--- config.mk ---
export PLATFORM = sky130hd
export DESIGN_NAME = pcx_rle_decoder_flat
export DESIGN_NICKNAME = d
export VERILOG_FILES = /design/src/rtl/pcxrle_pkg.sv /design/src/rtl/pcxrle_if.sv /design/src/rtl/pcxrle_cfg.sv /design/src/rtl/pcxrle_dp.sv /design/src/rtl/pcxrle_ctrl.sv /design/src/rtl/pcx_rle_decoder.sv /design/src/flat_wrapper.sv
export SDC_FILE = /design/constraint.sdc
export NUM_CORES = 1
export LEC_CHECK = 0
export BUFFER_PORTS_ARGS = -buffer_cell sky130_fd_sc_hd__buf_2
export CORE_UTILIZATION = 60
export CTS_CLUSTER_DIAMETER = 80
export CTS_CLUSTER_SIZE = 28
export DETAILED_ROUTE_END_ITERATION = 8
export PLACE_DENSITY_LB_ADDON = 0.2
export SYNTH_ARGS = -nofsm -noshare
export SYNTH_HDL_FRONTEND = slang
export SYNTH_SLANG_ARGS = --single-unit
--- constraint.sdc ---
create_clock -name clk_i -period 6.75 [get_ports clk_i]
set_input_delay 1.0125 -clock clk_i [delete_from_list [all_inputs] [get_ports clk_i]]
set_output_delay 1.0125 -clock clk_i [all_outputs]
set_load 0.005 [all_outputs]
--- src/rtl/pcxrle_pkg.sv ---
// Shared types and constants of the PCX run-length decoder.
// Used by the interfaces, the register block, the controller and the datapath.
package pcxrle_pkg;

  // Widths of the payload fields and of the internal counters.
  localparam int unsigned ByteWidth  = 8;
  localparam int unsigned DimWidth   = 16;
  localparam int unsigned ProdWidth  = 2 * DimWidth;
  localparam int unsigned SizeWidth  = ProdWidth + 2;
  localparam int unsigned RunWidth   = 6;
  localparam int unsigned AddrWidth  = 3;
  localparam int unsigned DataWidth  = 32;

  // Top two bits of a run header byte.
  localparam logic [1:0] HeaderCode = 2'b11;

  // Register indexes on the configuration port.
  localparam logic RegWidthIdx  = 1'b0;
  localparam logic RegHeightIdx = 1'b1;

  // Cycles the image size pipeline needs after a register write.
  localparam logic [1:0] SizeSettleCycles = 2'd3;

  // Controller states, one-hot.
  typedef enum logic [3:0] {
    S_ACCEPT = 4'b0001,
    S_WAIT   = 4'b0010,
    S_RUN    = 4'b0100,
    S_DONE   = 4'b1000
  } state_e;

  // Commands from the controller to the datapath.
  typedef struct packed {
    logic load_run;      // capture the run count of a header byte
    logic load_value;    // capture the run value byte and its end flag
    logic emit_literal;  // send the input byte as one result
    logic emit_run;      // send one byte of the current run
  } cmd_t;

  // Status from the datapath to the controller.
  typedef struct packed {
    logic in_header;      // input byte is a run header
    logic in_last;        // input byte ends the stream
    logic full;           // image already holds all its bytes
    logic next_complete;  // the next byte sent fills the image
    logic run_zero;       // captured run count is zero
    logic run_end;        // the next run byte is the final one
    logic saved_last;     // the run value byte ended the stream
    logic out_free;       // output register can take a byte this cycle
    logic size_busy;      // image size is being recomputed
  } status_t;

endpackage

--- src/rtl/pcxrle_if.sv ---
// Valid/ready channel interfaces of the PCX run-length decoder.
// Depends on pcxrle_pkg for the field widths.
interface pcxrle_in_if;
  logic                               valid;
  logic                               ready;
  logic [pcxrle_pkg::ByteWidth-1:0]   data_byte;
  logic                               end_of_input;

  modport source (output valid, output data_byte, output end_of_input, input ready);
  modport sink (input valid, input data_byte, input end_of_input, output ready);
endinterface

interface pcxrle_out_if;
  logic                               valid;
  logic                               ready;
  logic [pcxrle_pkg::ByteWidth-1:0]   pixel_byte;
  logic                               last_of_run;
  logic                               image_complete;

  modport source (output valid, output pixel_byte, output last_of_run,
                  output image_complete, input ready);
  modport sink (input valid, input pixel_byte, input last_of_run,
                input image_complete, output ready);
endinterface

--- src/rtl/pcxrle_cfg.sv ---
// Configuration registers of the PCX decoder and the image size pipeline.
// Depends on pcxrle_pkg; driven by the APB-style port of the top level.
module pcxrle_cfg (
  input  logic                                clk_i,
  input  logic                                rst_ni,
  input  logic                                psel,
  input  logic                                penable,
  input  logic                                pwrite,
  input  logic [pcxrle_pkg::AddrWidth-1:0]    paddr,
  input  logic [pcxrle_pkg::DataWidth-1:0]    pwdata,
  output logic [pcxrle_pkg::DataWidth-1:0]    prdata,
  output logic                                pready,
  output logic [pcxrle_pkg::SizeWidth-1:0]    total_o,
  output logic [pcxrle_pkg::SizeWidth-1:0]    total_m1_o,
  output logic                                busy_o
);

  logic [pcxrle_pkg::DimWidth-1:0]  width_q, width_d;
  logic [pcxrle_pkg::DimWidth-1:0]  height_q, height_d;
  logic [pcxrle_pkg::ProdWidth-1:0] prod_q, prod_d;
  logic [pcxrle_pkg::SizeWidth-1:0] total_q, total_d;
  logic [pcxrle_pkg::SizeWidth-1:0] total_m1_q, total_m1_d;
  logic [1:0]                       settle_q, settle_d;
  logic                             wr_en;
  logic                             reg_idx;

  assign pready  = 1'b1;
  assign reg_idx = paddr[2];
  assign wr_en   = psel & penable & pwrite;

  // Register writes.
  always_comb begin
    width_d  = width_q;
    height_d = height_q;
    if (wr_en && (reg_idx == pcxrle_pkg::RegWidthIdx)) begin
      width_d = pwdata[pcxrle_pkg::DimWidth-1:0];
    end
    if (wr_en && (reg_idx == pcxrle_pkg::RegHeightIdx)) begin
      height_d = pwdata[pcxrle_pkg::DimWidth-1:0];
    end
  end

  // Register reads return the value zero-extended.
  always_comb begin
    prdata = '0;
    if (reg_idx == pcxrle_pkg::RegWidthIdx) begin
      prdata[pcxrle_pkg::DimWidth-1:0] = width_q;
    end else begin
      prdata[pcxrle_pkg::DimWidth-1:0] = height_q;
    end
  end

  // Image size in bytes: width times height, then times three; the size minus one is also kept.
  assign prod_d     = width_q * height_q;
  assign total_d    = {2'b00, prod_q} + {1'b0, prod_q, 1'b0};
  assign total_m1_d = total_q - pcxrle_pkg::SizeWidth'(1);

  // The size is stale for a few cycles after any write.
  always_comb begin
    settle_d = settle_q;
    if (wr_en) begin
      settle_d = pcxrle_pkg::SizeSettleCycles;
    end else if (settle_q != 2'd0) begin
      settle_d = settle_q - 2'd1;
    end
  end

  always_ff @(posedge clk_i or negedge rst_ni) begin
    if (!rst_ni) begin
      width_q    <= pcxrle_pkg::DimWidth'(1);
      height_q   <= pcxrle_pkg::DimWidth'(1);
      prod_q     <= pcxrle_pkg::ProdWidth'(1);
      total_q    <= pcxrle_pkg::SizeWidth'(3);
      total_m1_q <= pcxrle_pkg::SizeWidth'(2);
      settle_q   <= 2'd0;
    end else begin
      width_q    <= width_d;
      height_q   <= height_d;
      prod_q     <= prod_d;
      total_q    <= total_d;
      total_m1_q <= total_m1_d;
      settle_q   <= settle_d;
    end
  end

  assign total_o    = total_q;
  assign total_m1_o = total_m1_q;
  assign busy_o     = (settle_q != 2'd0);

endmodule

--- src/rtl/pcxrle_dp.sv ---
// Datapath of the PCX decoder: run counter, byte count and output register.
// Depends on pcxrle_pkg and the channel interfaces; commanded by pcxrle_ctrl.
module pcxrle_dp (
  input  logic                              clk_i,
  input  logic                              rst_ni,
  input  logic [pcxrle_pkg::ByteWidth-1:0]  data_byte_i,
  input  logic                              end_of_input_i,
  input  logic [pcxrle_pkg::SizeWidth-1:0]  total_i,
  input  logic [pcxrle_pkg::SizeWidth-1:0]  total_m1_i,
  input  logic                              size_busy_i,
  input  pcxrle_pkg::cmd_t                  cmd_i,
  output pcxrle_pkg::status_t               status_o,
  pcxrle_out_if.source                      out_o
);

  logic [pcxrle_pkg::RunWidth-1:0]  run_q, run_d;
  logic [pcxrle_pkg::ByteWidth-1:0] value_q, value_d;
  logic                             saved_last_q, saved_last_d;
  logic [pcxrle_pkg::SizeWidth-1:0] written_q, written_d;
  logic                             out_valid_q, out_valid_d;
  logic [pcxrle_pkg::ByteWidth-1:0] out_byte_q, out_byte_d;
  logic                             out_last_q, out_last_d;
  logic                             out_cmpl_q, out_cmpl_d;
  logic                             next_complete;
  logic                             run_end;
  logic                             emit;

  assign next_complete = (written_q == total_m1_i);
  assign run_end       = (run_q == pcxrle_pkg::RunWidth'(1)) | next_complete;
  assign emit          = cmd_i.emit_literal | cmd_i.emit_run;

  // Status toward the controller.
  always_comb begin
    status_o.in_header     = (data_byte_i[7:6] == pcxrle_pkg::HeaderCode);
    status_o.in_last       = end_of_input_i;
    status_o.full          = (written_q >= total_i);
    status_o.next_complete = next_complete;
    status_o.run_zero      = (run_q == '0);
    status_o.run_end       = run_end;
    status_o.saved_last    = saved_last_q;
    status_o.out_free      = ~out_valid_q | out_o.ready;
    status_o.size_busy     = size_busy_i;
  end

  // Run count and run value.
  always_comb begin
    run_d        = run_q;
    value_d      = value_q;
    saved_last_d = saved_last_q;
    if (cmd_i.load_run) begin
      run_d = data_byte_i[pcxrle_pkg::RunWidth-1:0];
    end else if (cmd_i.emit_run) begin
      run_d = run_q - pcxrle_pkg::RunWidth'(1);
    end
    if (cmd_i.load_value) begin
      value_d      = data_byte_i;
      saved_last_d = end_of_input_i;
    end
  end

  // Byte count and output register.
  always_comb begin
    written_d   = written_q;
    out_valid_d = out_valid_q & ~out_o.ready;
    out_byte_d  = out_byte_q;
    out_last_d  = out_last_q;
    out_cmpl_d  = out_cmpl_q;
    if (emit) begin
      written_d   = written_q + pcxrle_pkg::SizeWidth'(1);
      out_valid_d = 1'b1;
      out_cmpl_d  = next_complete;
      if (cmd_i.emit_literal) begin
        out_byte_d = data_byte_i;
        out_last_d = 1'b1;
      end else begin
        out_byte_d = value_q;
        out_last_d = run_end;
      end
    end
  end

  always_ff @(posedge clk_i or negedge rst_ni) begin
    if (!rst_ni) begin
      run_q        <= '0;
      saved_last_q <= 1'b0;
      written_q    <= '0;
      out_valid_q  <= 1'b0;
    end else begin
      run_q        <= run_d;
      saved_last_q <= saved_last_d;
      written_q    <= written_d;
      out_valid_q  <= out_valid_d;
    end
  end

  always_ff @(posedge clk_i) begin
    value_q    <= value_d;
    out_byte_q <= out_byte_d;
    out_last_q <= out_last_d;
    out_cmpl_q <= out_cmpl_d;
  end

  assign out_o.valid          = out_valid_q;
  assign out_o.pixel_byte     = out_byte_q;
  assign out_o.last_of_run    = out_last_q;
  assign out_o.image_complete = out_cmpl_q;

endmodule

--- src/rtl/pcxrle_ctrl.sv ---
// Controller state machine of the PCX decoder.
// Depends on pcxrle_pkg; drives the input ready and commands pcxrle_dp.
module pcxrle_ctrl (
  input  logic                 clk_i,
  input  logic                 rst_ni,
  input  logic                 in_valid_i,
  output logic                 in_ready_o,
  input  pcxrle_pkg::status_t  status_i,
  output pcxrle_pkg::cmd_t     cmd_o
);

  pcxrle_pkg::state_e state_q, state_d;
  logic               in_fire;

  // Input ready: ignored input is always taken once decoding has ended.
  always_comb begin
    case (state_q)
      pcxrle_pkg::S_ACCEPT,
      pcxrle_pkg::S_WAIT:   in_ready_o = status_i.out_free & ~status_i.size_busy;
      pcxrle_pkg::S_DONE:   in_ready_o = 1'b1;
      default:              in_ready_o = 1'b0;
    endcase
  end

  assign in_fire = in_valid_i & in_ready_o;

  // Next state and commands.
  always_comb begin
    state_d = state_q;
    cmd_o   = '0;
    case (state_q)
      pcxrle_pkg::S_ACCEPT: begin
        if (in_fire) begin
          if (status_i.full) begin
            state_d = pcxrle_pkg::S_DONE;
          end else if (!status_i.in_header) begin
            cmd_o.emit_literal = 1'b1;
            if (status_i.in_last || status_i.next_complete) begin
              state_d = pcxrle_pkg::S_DONE;
            end
          end else if (status_i.in_last) begin
            state_d = pcxrle_pkg::S_DONE;
          end else begin
            cmd_o.load_run = 1'b1;
            state_d        = pcxrle_pkg::S_WAIT;
          end
        end
      end
      pcxrle_pkg::S_WAIT: begin
        if (in_fire) begin
          if (status_i.full) begin
            state_d = pcxrle_pkg::S_DONE;
          end else if (status_i.run_zero) begin
            state_d = status_i.in_last ? pcxrle_pkg::S_DONE : pcxrle_pkg::S_ACCEPT;
          end else begin
            cmd_o.load_value = 1'b1;
            state_d          = pcxrle_pkg::S_RUN;
          end
        end
      end
      pcxrle_pkg::S_RUN: begin
        if (status_i.out_free) begin
          cmd_o.emit_run = 1'b1;
          if (status_i.run_end) begin
            if (status_i.saved_last || status_i.next_complete) begin
              state_d = pcxrle_pkg::S_DONE;
            end else begin
              state_d = pcxrle_pkg::S_ACCEPT;
            end
          end
        end
      end
      pcxrle_pkg::S_DONE: begin
        state_d = pcxrle_pkg::S_DONE;
      end
      default: begin
        state_d = pcxrle_pkg::S_ACCEPT;
      end
    endcase
  end

  always_ff @(posedge clk_i or negedge rst_ni) begin
    if (!rst_ni) begin
      state_q <= pcxrle_pkg::S_ACCEPT;
    end else begin
      state_q <= state_d;
    end
  end

endmodule

--- src/rtl/pcx_rle_decoder.sv ---
// PCX run-length decoder: one encoded byte in per transaction, decoded bytes out.
// Channel inputs arrive on pcxrle_in_if, results leave on pcxrle_out_if; the
// image size is set through a small APB-style register port.
// A literal byte (top two bits not both set) gives one output byte in the
// cycle after it is accepted, and literals pass at one per cycle while the output is free.
// A run header byte gives no output; its count N is applied to the next byte.
// That value byte is accepted, then N output bytes follow at one per cycle while
// the receiver keeps up, and input is held off until the run is out.
// The output register and the run counter set this rate.
// Output stops after width * 3 * height bytes; the byte that fills the image
// has image_complete set, and every later input transaction is taken and
// dropped. A header on the final input byte ends decoding with no output.
// After a register write, an active decoder holds input off while the size
// multiplier pipeline settles. Reset restores a one-by-one image and an empty
// decoder; decoding restarts only after reset.
// When the receiver stalls, the output register holds its byte and input is
// held off until the byte is taken.
// Depends on pcxrle_pkg, the channel interfaces, pcxrle_cfg, pcxrle_ctrl, pcxrle_dp.
module pcx_rle_decoder (
  input  logic                              clk_i,
  input  logic                              rst_ni,
  pcxrle_in_if.sink                         in_i,
  pcxrle_out_if.source                      out_o,
  input  logic                              psel,
  input  logic                              penable,
  input  logic                              pwrite,
  input  logic [pcxrle_pkg::AddrWidth-1:0]  paddr,
  input  logic [pcxrle_pkg::DataWidth-1:0]  pwdata,
  output logic [pcxrle_pkg::DataWidth-1:0]  prdata,
  output logic                              pready
);

  logic [pcxrle_pkg::SizeWidth-1:0] total;
  logic [pcxrle_pkg::SizeWidth-1:0] total_m1;
  logic                             size_busy;
  pcxrle_pkg::cmd_t                 cmd;
  pcxrle_pkg::status_t              status;

  // Registers and image size.
  pcxrle_cfg u_cfg (
    .clk_i      (clk_i),
    .rst_ni     (rst_ni),
    .psel       (psel),
    .penable    (penable),
    .pwrite     (pwrite),
    .paddr      (paddr),
    .pwdata     (pwdata),
    .prdata     (prdata),
    .pready     (pready),
    .total_o    (total),
    .total_m1_o (total_m1),
    .busy_o     (size_busy)
  );

  // Sequencing of headers, runs and literals.
  pcxrle_ctrl u_ctrl (
    .clk_i      (clk_i),
    .rst_ni     (rst_ni),
    .in_valid_i (in_i.valid),
    .in_ready_o (in_i.ready),
    .status_i   (status),
    .cmd_o      (cmd)
  );

  // Counters and output register.
  pcxrle_dp u_dp (
    .clk_i          (clk_i),
    .rst_ni         (rst_ni),
    .data_byte_i    (in_i.data_byte),
    .end_of_input_i (in_i.end_of_input),
    .total_i        (total),
    .total_m1_i     (total_m1),
    .size_busy_i    (size_busy),
    .cmd_i          (cmd),
    .status_o       (status),
    .out_o          (out_o)
  );

endmodule

--- src/flat_wrapper.sv ---
// flat-port wrapper written by rule: the top's interface ports become plain ports
module pcx_rle_decoder_flat 
  (clk_i, rst_ni, psel, penable, pwrite, paddr, pwdata, prdata, pready, in_i_valid, in_i_data_byte, in_i_end_of_input, in_i_ready, out_o_valid, out_o_pixel_byte, out_o_last_of_run, out_o_image_complete, out_o_ready);
  pcxrle_in_if in_i_i ();
  pcxrle_out_if out_o_i ();
  input  logic clk_i;
  input  logic rst_ni;
  input  logic psel;
  input  logic penable;
  input  logic pwrite;
  input  logic [pcxrle_pkg::AddrWidth-1:0] paddr;
  input  logic [pcxrle_pkg::DataWidth-1:0] pwdata;
  output logic [pcxrle_pkg::DataWidth-1:0] prdata;
  output logic pready;
  input wire logic [$bits(in_i_i.valid)-1:0] in_i_valid;
  input wire logic [$bits(in_i_i.data_byte)-1:0] in_i_data_byte;
  input wire logic [$bits(in_i_i.end_of_input)-1:0] in_i_end_of_input;
  output wire logic [$bits(in_i_i.ready)-1:0] in_i_ready;
  output wire logic [$bits(out_o_i.valid)-1:0] out_o_valid;
  output wire logic [$bits(out_o_i.pixel_byte)-1:0] out_o_pixel_byte;
  output wire logic [$bits(out_o_i.last_of_run)-1:0] out_o_last_of_run;
  output wire logic [$bits(out_o_i.image_complete)-1:0] out_o_image_complete;
  input wire logic [$bits(out_o_i.ready)-1:0] out_o_ready;
  assign in_i_i.valid = in_i_valid;
  assign in_i_i.data_byte = in_i_data_byte;
  assign in_i_i.end_of_input = in_i_end_of_input;
  assign in_i_ready = in_i_i.ready;
  assign out_o_valid = out_o_i.valid;
  assign out_o_pixel_byte = out_o_i.pixel_byte;
  assign out_o_last_of_run = out_o_i.last_of_run;
  assign out_o_image_complete = out_o_i.image_complete;
  assign out_o_i.ready = out_o_ready;
  pcx_rle_decoder u_core (.clk_i(clk_i), .rst_ni(rst_ni), .in_i(in_i_i), .out_o(out_o_i), .psel(psel), .penable(penable), .pwrite(pwrite), .paddr(paddr), .pwdata(pwdata), .prdata(prdata), .pready(pready));
endmodule
# Word-level counts from Yosys, hierarchy flattened
# Index checks and enable logic that the tools add are counted.
# word_totals
rom_bits,0
ram_bits,0
n_memories,0
word_cells,92
latch_bits,0
ff_bits,198
# classes
n_bitwise,12
muxes,36
shift,0
addsub,5
n_lt_le_gt_ge,1
reduce_logical,10
div,0
n_eq_ne,12
mul,1
# ops
operator,count
$mux W4,12
$add A32 B33 Y34,1
$add A34 B1 Y34 const B,1
$eq A34 B34 Y1,1
$ge A34 B34 Y1,1
$sub A34 B1 Y34 const B,1
$mul A16 B16 Y32,1
$mux W1,16
$mux W16,1
$pmux W4 S4,1
$mux W6,2
$mux W8,1
$ne A2 B2 Y1 const B,4
$eq A6 B1 Y1 const B,1
$logic_not A6 Y1,1
$reduce_bool A2 Y1,3
$sub A6 B1 Y6 const B,1
$and A1 B1 Y1,5
$reduce_and A5 Y1,1
$eq A4 B1 Y1 const B,1
$eq A4 B2 Y1 const B,1
$eq A4 B3 Y1 const B,1
$eq A4 B4 Y1 const B,1
$mux W2,2
9 further kinds,16

# Depth between registers and ports, before layout
# depth
word_depth,9
mapped_depth,24

# Modules after synthesis
# Synthesis repeated with hierarchy kept, for this count alone.
# hier_totals
hier_cells,1961
hier_area_um2,19062.0
# by_module_without_submodules
module,area_per_inst_um2,cells_each,seq_area_each_um2,n_inst
pcxrle_cfg,14775.4,1533,3360.7,1
pcxrle_dp,3871.2,378,1591.5,1
pcxrle_ctrl,415.4,50,101.3,1

# Worst setup path after synthesis
# Ideal clock, no wire load.
# synth_timing
path_kind,register to register
from,register u_core.u_cfg.height_q[8] (netlist name)
to,register u_core.u_cfg.prod_q[31] (netlist name)
synth_period_minus_slack_ns,6.102
slack_ns,0.648
t_arrival_ns,5.966
t_required_ns,6.614
stages_incl_launch_ff,23
n_path_buf,3
cell_sequence,dfrtp_1 clkbuf_1 clkbuf_1 nand2_1 fa_1 fa_1 inv_1 fa_1 fa_1 fa_1 inv_1 fa_1 inv_1 ha_1 clkbuf_1 a21oi_1 o21ai_0 and3_1 a2111o_1 o2111ai_1 o211ai_1 a2111oi_0 nor3b_1
# synth_between
elab_chain_cells,1
# synth_rtl
item,line_no,source
"start, declared",pcxrle_cfg.sv:19,"logic [pcxrle_pkg::DimWidth-1:0] height_q, height_d;"
"start signal, assigned",pcxrle_cfg.sv:71,height_q <= pcxrle_pkg::DimWidth'(1);
"start signal, assigned",pcxrle_cfg.sv:78,height_q <= height_d;
$mul A16 B16 Y32,pcxrle_cfg.sv:54,assign prod_d = width_q * height_q;
"named net u_core.u_cfg.prod_d, one bit",pcxrle_cfg.sv:20,"logic [pcxrle_pkg::ProdWidth-1:0] prod_q, prod_d;"
"end signal, assigned",pcxrle_cfg.sv:72,prod_q <= pcxrle_pkg::ProdWidth'(1);
"end signal, assigned",pcxrle_cfg.sv:79,prod_q <= prod_d;
"end, declared",pcxrle_cfg.sv:20,
# The timed path passes the listed nets, and every way through them passes these cells.
# A chain may end at the register's enable or synchronous reset.

# Worst setup path after layout
# layout_timing
from,register u_core.u_cfg.width_q[5] (netlist name)
to,register u_core.u_cfg.prod_q[19] (netlist name)
# layout_between
elab_chain_cells,1
# layout_rtl
item,line_no,source
"start, declared",pcxrle_cfg.sv:18,"logic [pcxrle_pkg::DimWidth-1:0] width_q, width_d;"
"start signal, assigned",pcxrle_cfg.sv:70,width_q <= pcxrle_pkg::DimWidth'(1);
"start signal, assigned",pcxrle_cfg.sv:77,width_q <= width_d;
$mul A16 B16 Y32,pcxrle_cfg.sv:54,
"named net u_core.u_cfg.prod_d, one bit",pcxrle_cfg.sv:20,
# The timed path passes the listed nets, and every way through them passes these cells.

==> summary.md <==
In the final routed layout, each cell accounts on average for 16.1 um. The filler cell count was 2,557. The critical path in this run is classified as register to register. Count of endpoints failing hold in the final timing report: 0.

The logs give 17 for the TritonCTS buffer count and 0.45 ns for the latest clock arrival within the worst-skew pair. The die covers 32,800 sq um. The HPWL after detailed placement is 30,800 um.

The remaining antenna violation count after routing came out at 0. After routing, the total negative slack on setup checks comes to 0 ns. The first global-routing pass estimated 65,900 um of wire. For the last weighted congestion value of the routability-driven placer, the log shows 0.947. The worst path required time was 7.13 ns. After technology mapping, the gate count stands at 1,971. Walking the worst path, the cells encountered are nand2_1, fa_1, inv_1, fa_1, inv_1, fa_1, inv_1, fa_1, fa_1, inv_1, fa_1, inv_1, ha_1, a2111oi_1, o21ai_0, o21ai_0, a21boi_1, o21ai_0, a21oi_1, or4_1, nand3_1. The worst setup path is launched from a register. The min-delay analysis places its worst path in the category register to register.

Of the available clock period, the critical path in the final layout requires 96.2%. In this run the count of I/O pins placed on the die edge is 96. The root buffer cell was sky130_fd_sc_hd__clkbuf_16. Setup repair after global routing left no endpoint under its margin.

The largest individual stage delay along the critical path comes from the cell sky130_fd_sc_hd__dfrtp_1. The vertical extent of the die is 181 um, and the signed area change from the synthesized netlist to the final layout is 6.83%. Based on the critical path, the design can be clocked at up to 154 MHz.

The run gives 13.5k as the total vias in the final route. The worst setup path is captured at a register. The routed design could run at a clock period as short as 6.49 ns.

The count of port buffers added during placement came out at 60. In the synthesized netlist the dominant register cell turns out to be sky130_fd_sc_hd__dfrtp_1. In this design, the stage delay of the slowest critical-path cell is 0.67 ns. From left edge to right edge, the die measures 181 um.

Using the TritonRoute via totals, the vias-per-cell ratio works out to 5.57. In this run the cell area of the synthesized design comes to 19,300 sq um. The run finished with clean final reports. Setup violations remaining at the end of the flow were counted as 0. The initial utilization of the core area, before any placement, comes to 61.0%.

The overall overflow remaining after global route was 0. The tools report the final max-slew violation count as 0. Yosys mapped a number of flops with a built-in enable equal to 18. At the worst endpoint, the arrival time is 6.87 ns.

A synthesized cell averages 9.77 sq um. The number of global-route vias before repair is 14.0k, and the worst-margin pin slew is 1.02 ns. TritonCTS built the clock tree.

The clock net in this run drives a total of 198 sinks. After clock tree synthesis, the clock-pin slew on the worst setup and hold paths is 0.08 ns. Max-cap violations in this run came to 0. The number of library cell types mapped by synthesis was 77; the number of standard-cell rows in the floorplan was 65.

Counting flops with an async set or reset pin after synthesis yields a share of 90.9%. The number of storage elements in the synthesis netlist was 198; the final routed DRC violation total was 0. The count of buffering cells on the critical path with inverters included is 5, and the total inserted antenna cells is 0. The initial detailed-routing violation count came out at 651. The setup fix buffers added after clock tree synthesis was 0. On the final layout, the worst clock skew is 0.0162 ns. The clock passes through at most 2 buffers. The family with the most delay on the worst path is adder cells. The number of warning messages in the yosys log was 0; the pin count of the biggest net entering global routing was 119. Along the worst path, the maximum fanout reaches 13. The logs give 26.2% for the share of synthesized area occupied by flip-flops and latches and 24.9% for the aggregate global-route resource usage. For this run, the post-layout net count is 2,434. The initial antenna violation count is 1. Cells with a size suffix above 1 make up 11.5% of the layout. By instance count, the cell type seen most on the critical path is sky130_fd_sc_hd__fa_1. The routed wire length came out at 39,000 um.

The worst relative slew slack came out at 32.0%. CTS built an H-tree with a depth of 4. The core region is 31,600 sq um.

The pre-antenna-repair detailed-routing pass consisted of 8 iterations.
==> metal layers <==
layer	vias up	wire, um	global-route usage (%)
met1	6638	17100	31.7
met4	0	1220	10.1
met2	327	19000	42.8
li1	6483	-	-
met3	72	1710	3.61
met5	-	0	0
==> placed cells by master, fill, tap and decap left out, types with 15 or more instances in the layout <==
| master | instances |
|---|---|
| sky130_fd_sc_hd__a21o_1 | 35 |
| sky130_fd_sc_hd__a21oi_1 | 68 |
| sky130_fd_sc_hd__a21oi_2 | 17 |
| sky130_fd_sc_hd__and2_1 | 123 |
| sky130_fd_sc_hd__and3_1 | 15 |
| sky130_fd_sc_hd__buf_2 | 59 |
| sky130_fd_sc_hd__buf_4 | 26 |
| sky130_fd_sc_hd__clkbuf_16 | 17 |
| sky130_fd_sc_hd__conb_1 | 17 |
| sky130_fd_sc_hd__dfrtp_1 | 162 |
| sky130_fd_sc_hd__edfxtp_1 | 18 |
| sky130_fd_sc_hd__fa_1 | 195 |
| sky130_fd_sc_hd__ha_1 | 176 |
| sky130_fd_sc_hd__inv_1 | 300 |
| sky130_fd_sc_hd__mux2_2 | 57 |
| sky130_fd_sc_hd__nand2_1 | 198 |
| sky130_fd_sc_hd__nand3_1 | 39 |
| sky130_fd_sc_hd__nand4_1 | 32 |
| sky130_fd_sc_hd__nor2_1 | 69 |
| sky130_fd_sc_hd__nor3_1 | 30 |
| sky130_fd_sc_hd__nor4_1 | 17 |
| sky130_fd_sc_hd__o21ai_0 | 34 |
| sky130_fd_sc_hd__xnor2_1 | 69 |
| sky130_fd_sc_hd__xor2_1 | 81 |
==> flip-flops by register name, summed over array words and instances (netlist names), 2 cells and up <==
signal and count:
u_core.u_dp.out_o.pixel_byte 8, u_core.u_cfg.width_q 16, u_core.u_ctrl.state_q 4, u_core.u_dp.run_q 6
u_core.u_cfg.settle_q 2, u_core.u_cfg.height_q 16, u_core.u_dp.value_q 8, u_core.u_dp.written_q 34
u_core.u_cfg.total_m1_o 34, u_core.u_cfg.total_o 34, u_core.u_cfg.prod_q 32
==> logic make-up after synthesis <==
logic type                 Yosys count  synth area share [%]
and+or+nand+nor                    569                  14.9
buffers and inverters              379                  7.85
adders and majority gates          371                  31.7
AOI/OAI and AO/OA                  241                  8.93
DFF                                198                  26.2
xor gates and xnor gates           150                  6.82
muxes                               61                  3.55
other                                2                0.0390
==> per-stage QoR <==
step	hold slack, ns	cells	cell area, sq um	util [%]	setup WS (ns)
3_3_place_gp	0.361	2395	19900	63.2	0.329
3_5_place_dp	0.364	2395	19900	63.2	0.126
6_report	0.375	2427	20600	65.2	0.256
5_1_grt	0.381	2427	20600	65.2	0.0133
2_1_floorplan	0.356	1986	19300	-	0.648
4_1_cts	0.369	2427	20600	65.1	0.0919
==> cell type report <==
| class | count | area (sq um) | share of cell area [%] |
|---|---|---|---|
| clock buffer | 18 | 439 | 2.13 |
| inverter | 300 | 1130 | 5.47 |
| timing repair buffer | 86 | 502 | 2.44 |
| clock inverter | 14 | 183 | 0.888 |
| sequential | 198 | 5070 | 24.6 |
| tap | 402 | 503 | 2.44 |
| multi-input combinational | 1409 | 12800 | 62.0 |
==> cell usage after synthesis (3+ instances only) <==
library cell | number | area, sq um
sky130_fd_sc_hd__buf_4 | 17 | 128
sky130_fd_sc_hd__nor2_1 | 69 | 259
sky130_fd_sc_hd__a21oi_2 | 17 | 149
sky130_fd_sc_hd__o21ai_0 | 34 | 170
sky130_fd_sc_hd__o31ai_1 | 6 | 45.0
sky130_fd_sc_hd__o22ai_1 | 3 | 18.8
sky130_fd_sc_hd__o21a_1 | 3 | 22.5
sky130_fd_sc_hd__a211oi_2 | 3 | 37.5
sky130_fd_sc_hd__mux2i_1 | 3 | 30.0
sky130_fd_sc_hd__nor4_1 | 17 | 106
sky130_fd_sc_hd__or4_1 | 4 | 30.0
sky130_fd_sc_hd__xor2_1 | 81 | 709
sky130_fd_sc_hd__a2111oi_2 | 6 | 90.1
sky130_fd_sc_hd__and2_1 | 123 | 769
sky130_fd_sc_hd__inv_1 | 300 | 1130
sky130_fd_sc_hd__o31a_1 | 3 | 26.3
sky130_fd_sc_hd__dfrtp_1 | 173 | 4330
sky130_fd_sc_hd__o311ai_0 | 4 | 35.0
sky130_fd_sc_hd__a21boi_0 | 5 | 37.5
sky130_fd_sc_hd__nand2b_1 | 10 | 62.6
sky130_fd_sc_hd__dfstp_2 | 7 | 184
sky130_fd_sc_hd__o21bai_1 | 6 | 45.0
sky130_fd_sc_hd__ha_1 | 176 | 2200
sky130_fd_sc_hd__a31oi_1 | 4 | 25.0
sky130_fd_sc_hd__edfxtp_1 | 18 | 541
sky130_fd_sc_hd__o211ai_1 | 8 | 60.1
sky130_fd_sc_hd__and3_1 | 15 | 93.8
sky130_fd_sc_hd__a211oi_1 | 9 | 67.6
sky130_fd_sc_hd__clkbuf_1 | 54 | 203
sky130_fd_sc_hd__nor3_2 | 3 | 30.0
sky130_fd_sc_hd__a21oi_1 | 68 | 340
sky130_fd_sc_hd__fa_1 | 195 | 3900
sky130_fd_sc_hd__and4_1 | 3 | 26.3
sky130_fd_sc_hd__nand2_1 | 199 | 747
sky130_fd_sc_hd__xnor2_1 | 69 | 604
sky130_fd_sc_hd__nand4b_1 | 4 | 35.0
sky130_fd_sc_hd__nand3_1 | 39 | 195
sky130_fd_sc_hd__mux2_2 | 57 | 642
sky130_fd_sc_hd__buf_1 | 3 | 11.3
sky130_fd_sc_hd__nand3b_1 | 3 | 22.5
sky130_fd_sc_hd__a21o_1 | 35 | 263
sky130_fd_sc_hd__nand4_1 | 32 | 200
sky130_fd_sc_hd__buf_6 | 3 | 33.8
sky130_fd_sc_hd__nor3_1 | 30 | 150
sky130_fd_sc_hd__nor2b_1 | 6 | 37.5
==> timing repair <==
action / in CTS / in global routing
resized for setup: 0 / 12
endpoints found under the setup margin: 0 / 4
hold buffers: 0 / 0
==> worst reg2reg max path, cell delays in order (launching register included) <==
cell	delay, ns
sky130_fd_sc_hd__dfrtp_1	0.67
sky130_fd_sc_hd__nand2_1	0.19
sky130_fd_sc_hd__fa_1	0.57
sky130_fd_sc_hd__inv_1	0.06
sky130_fd_sc_hd__fa_1	0.50
sky130_fd_sc_hd__inv_1	0.05
sky130_fd_sc_hd__fa_1	0.47
sky130_fd_sc_hd__inv_1	0.06
sky130_fd_sc_hd__fa_1	0.51
sky130_fd_sc_hd__fa_1	0.55
sky130_fd_sc_hd__inv_1	0.05
sky130_fd_sc_hd__fa_1	0.52
sky130_fd_sc_hd__inv_1	0.04
sky130_fd_sc_hd__ha_1	0.24
sky130_fd_sc_hd__a2111oi_1	0.38
sky130_fd_sc_hd__o21ai_0	0.17
sky130_fd_sc_hd__o21ai_0	0.26
sky130_fd_sc_hd__a21boi_1	0.23
sky130_fd_sc_hd__o21ai_0	0.25
sky130_fd_sc_hd__a21oi_1	0.16
sky130_fd_sc_hd__or4_1	0.41
sky130_fd_sc_hd__nand3_1	0.09
==> final timing paths <==
kind	start	to	slack (ns)	depth (start not counted)
max reg2reg	u_core.u_cfg.width_q[5]	u_core.u_cfg.prod_q[19]	0.26	21
min	u_core.u_cfg.prod_q[0]	u_core.u_cfg.total_o[0]	0.38	0
max	u_core.u_cfg.width_q[5]	u_core.u_cfg.prod_q[19]	0.26	21
max in group asynchronous	rst_ni	u_core.u_cfg.width_q[4]	4.57	2
min reg2reg	u_core.u_cfg.prod_q[0]	u_core.u_cfg.total_o[0]	0.38	0
min in group asynchronous	rst_ni	u_core.u_dp.written_q[28]	0.71	1
Power is left out: the tool's default activity adds up to more than one toggle a clock period on the data nets, which glitch-free logic cannot reach.
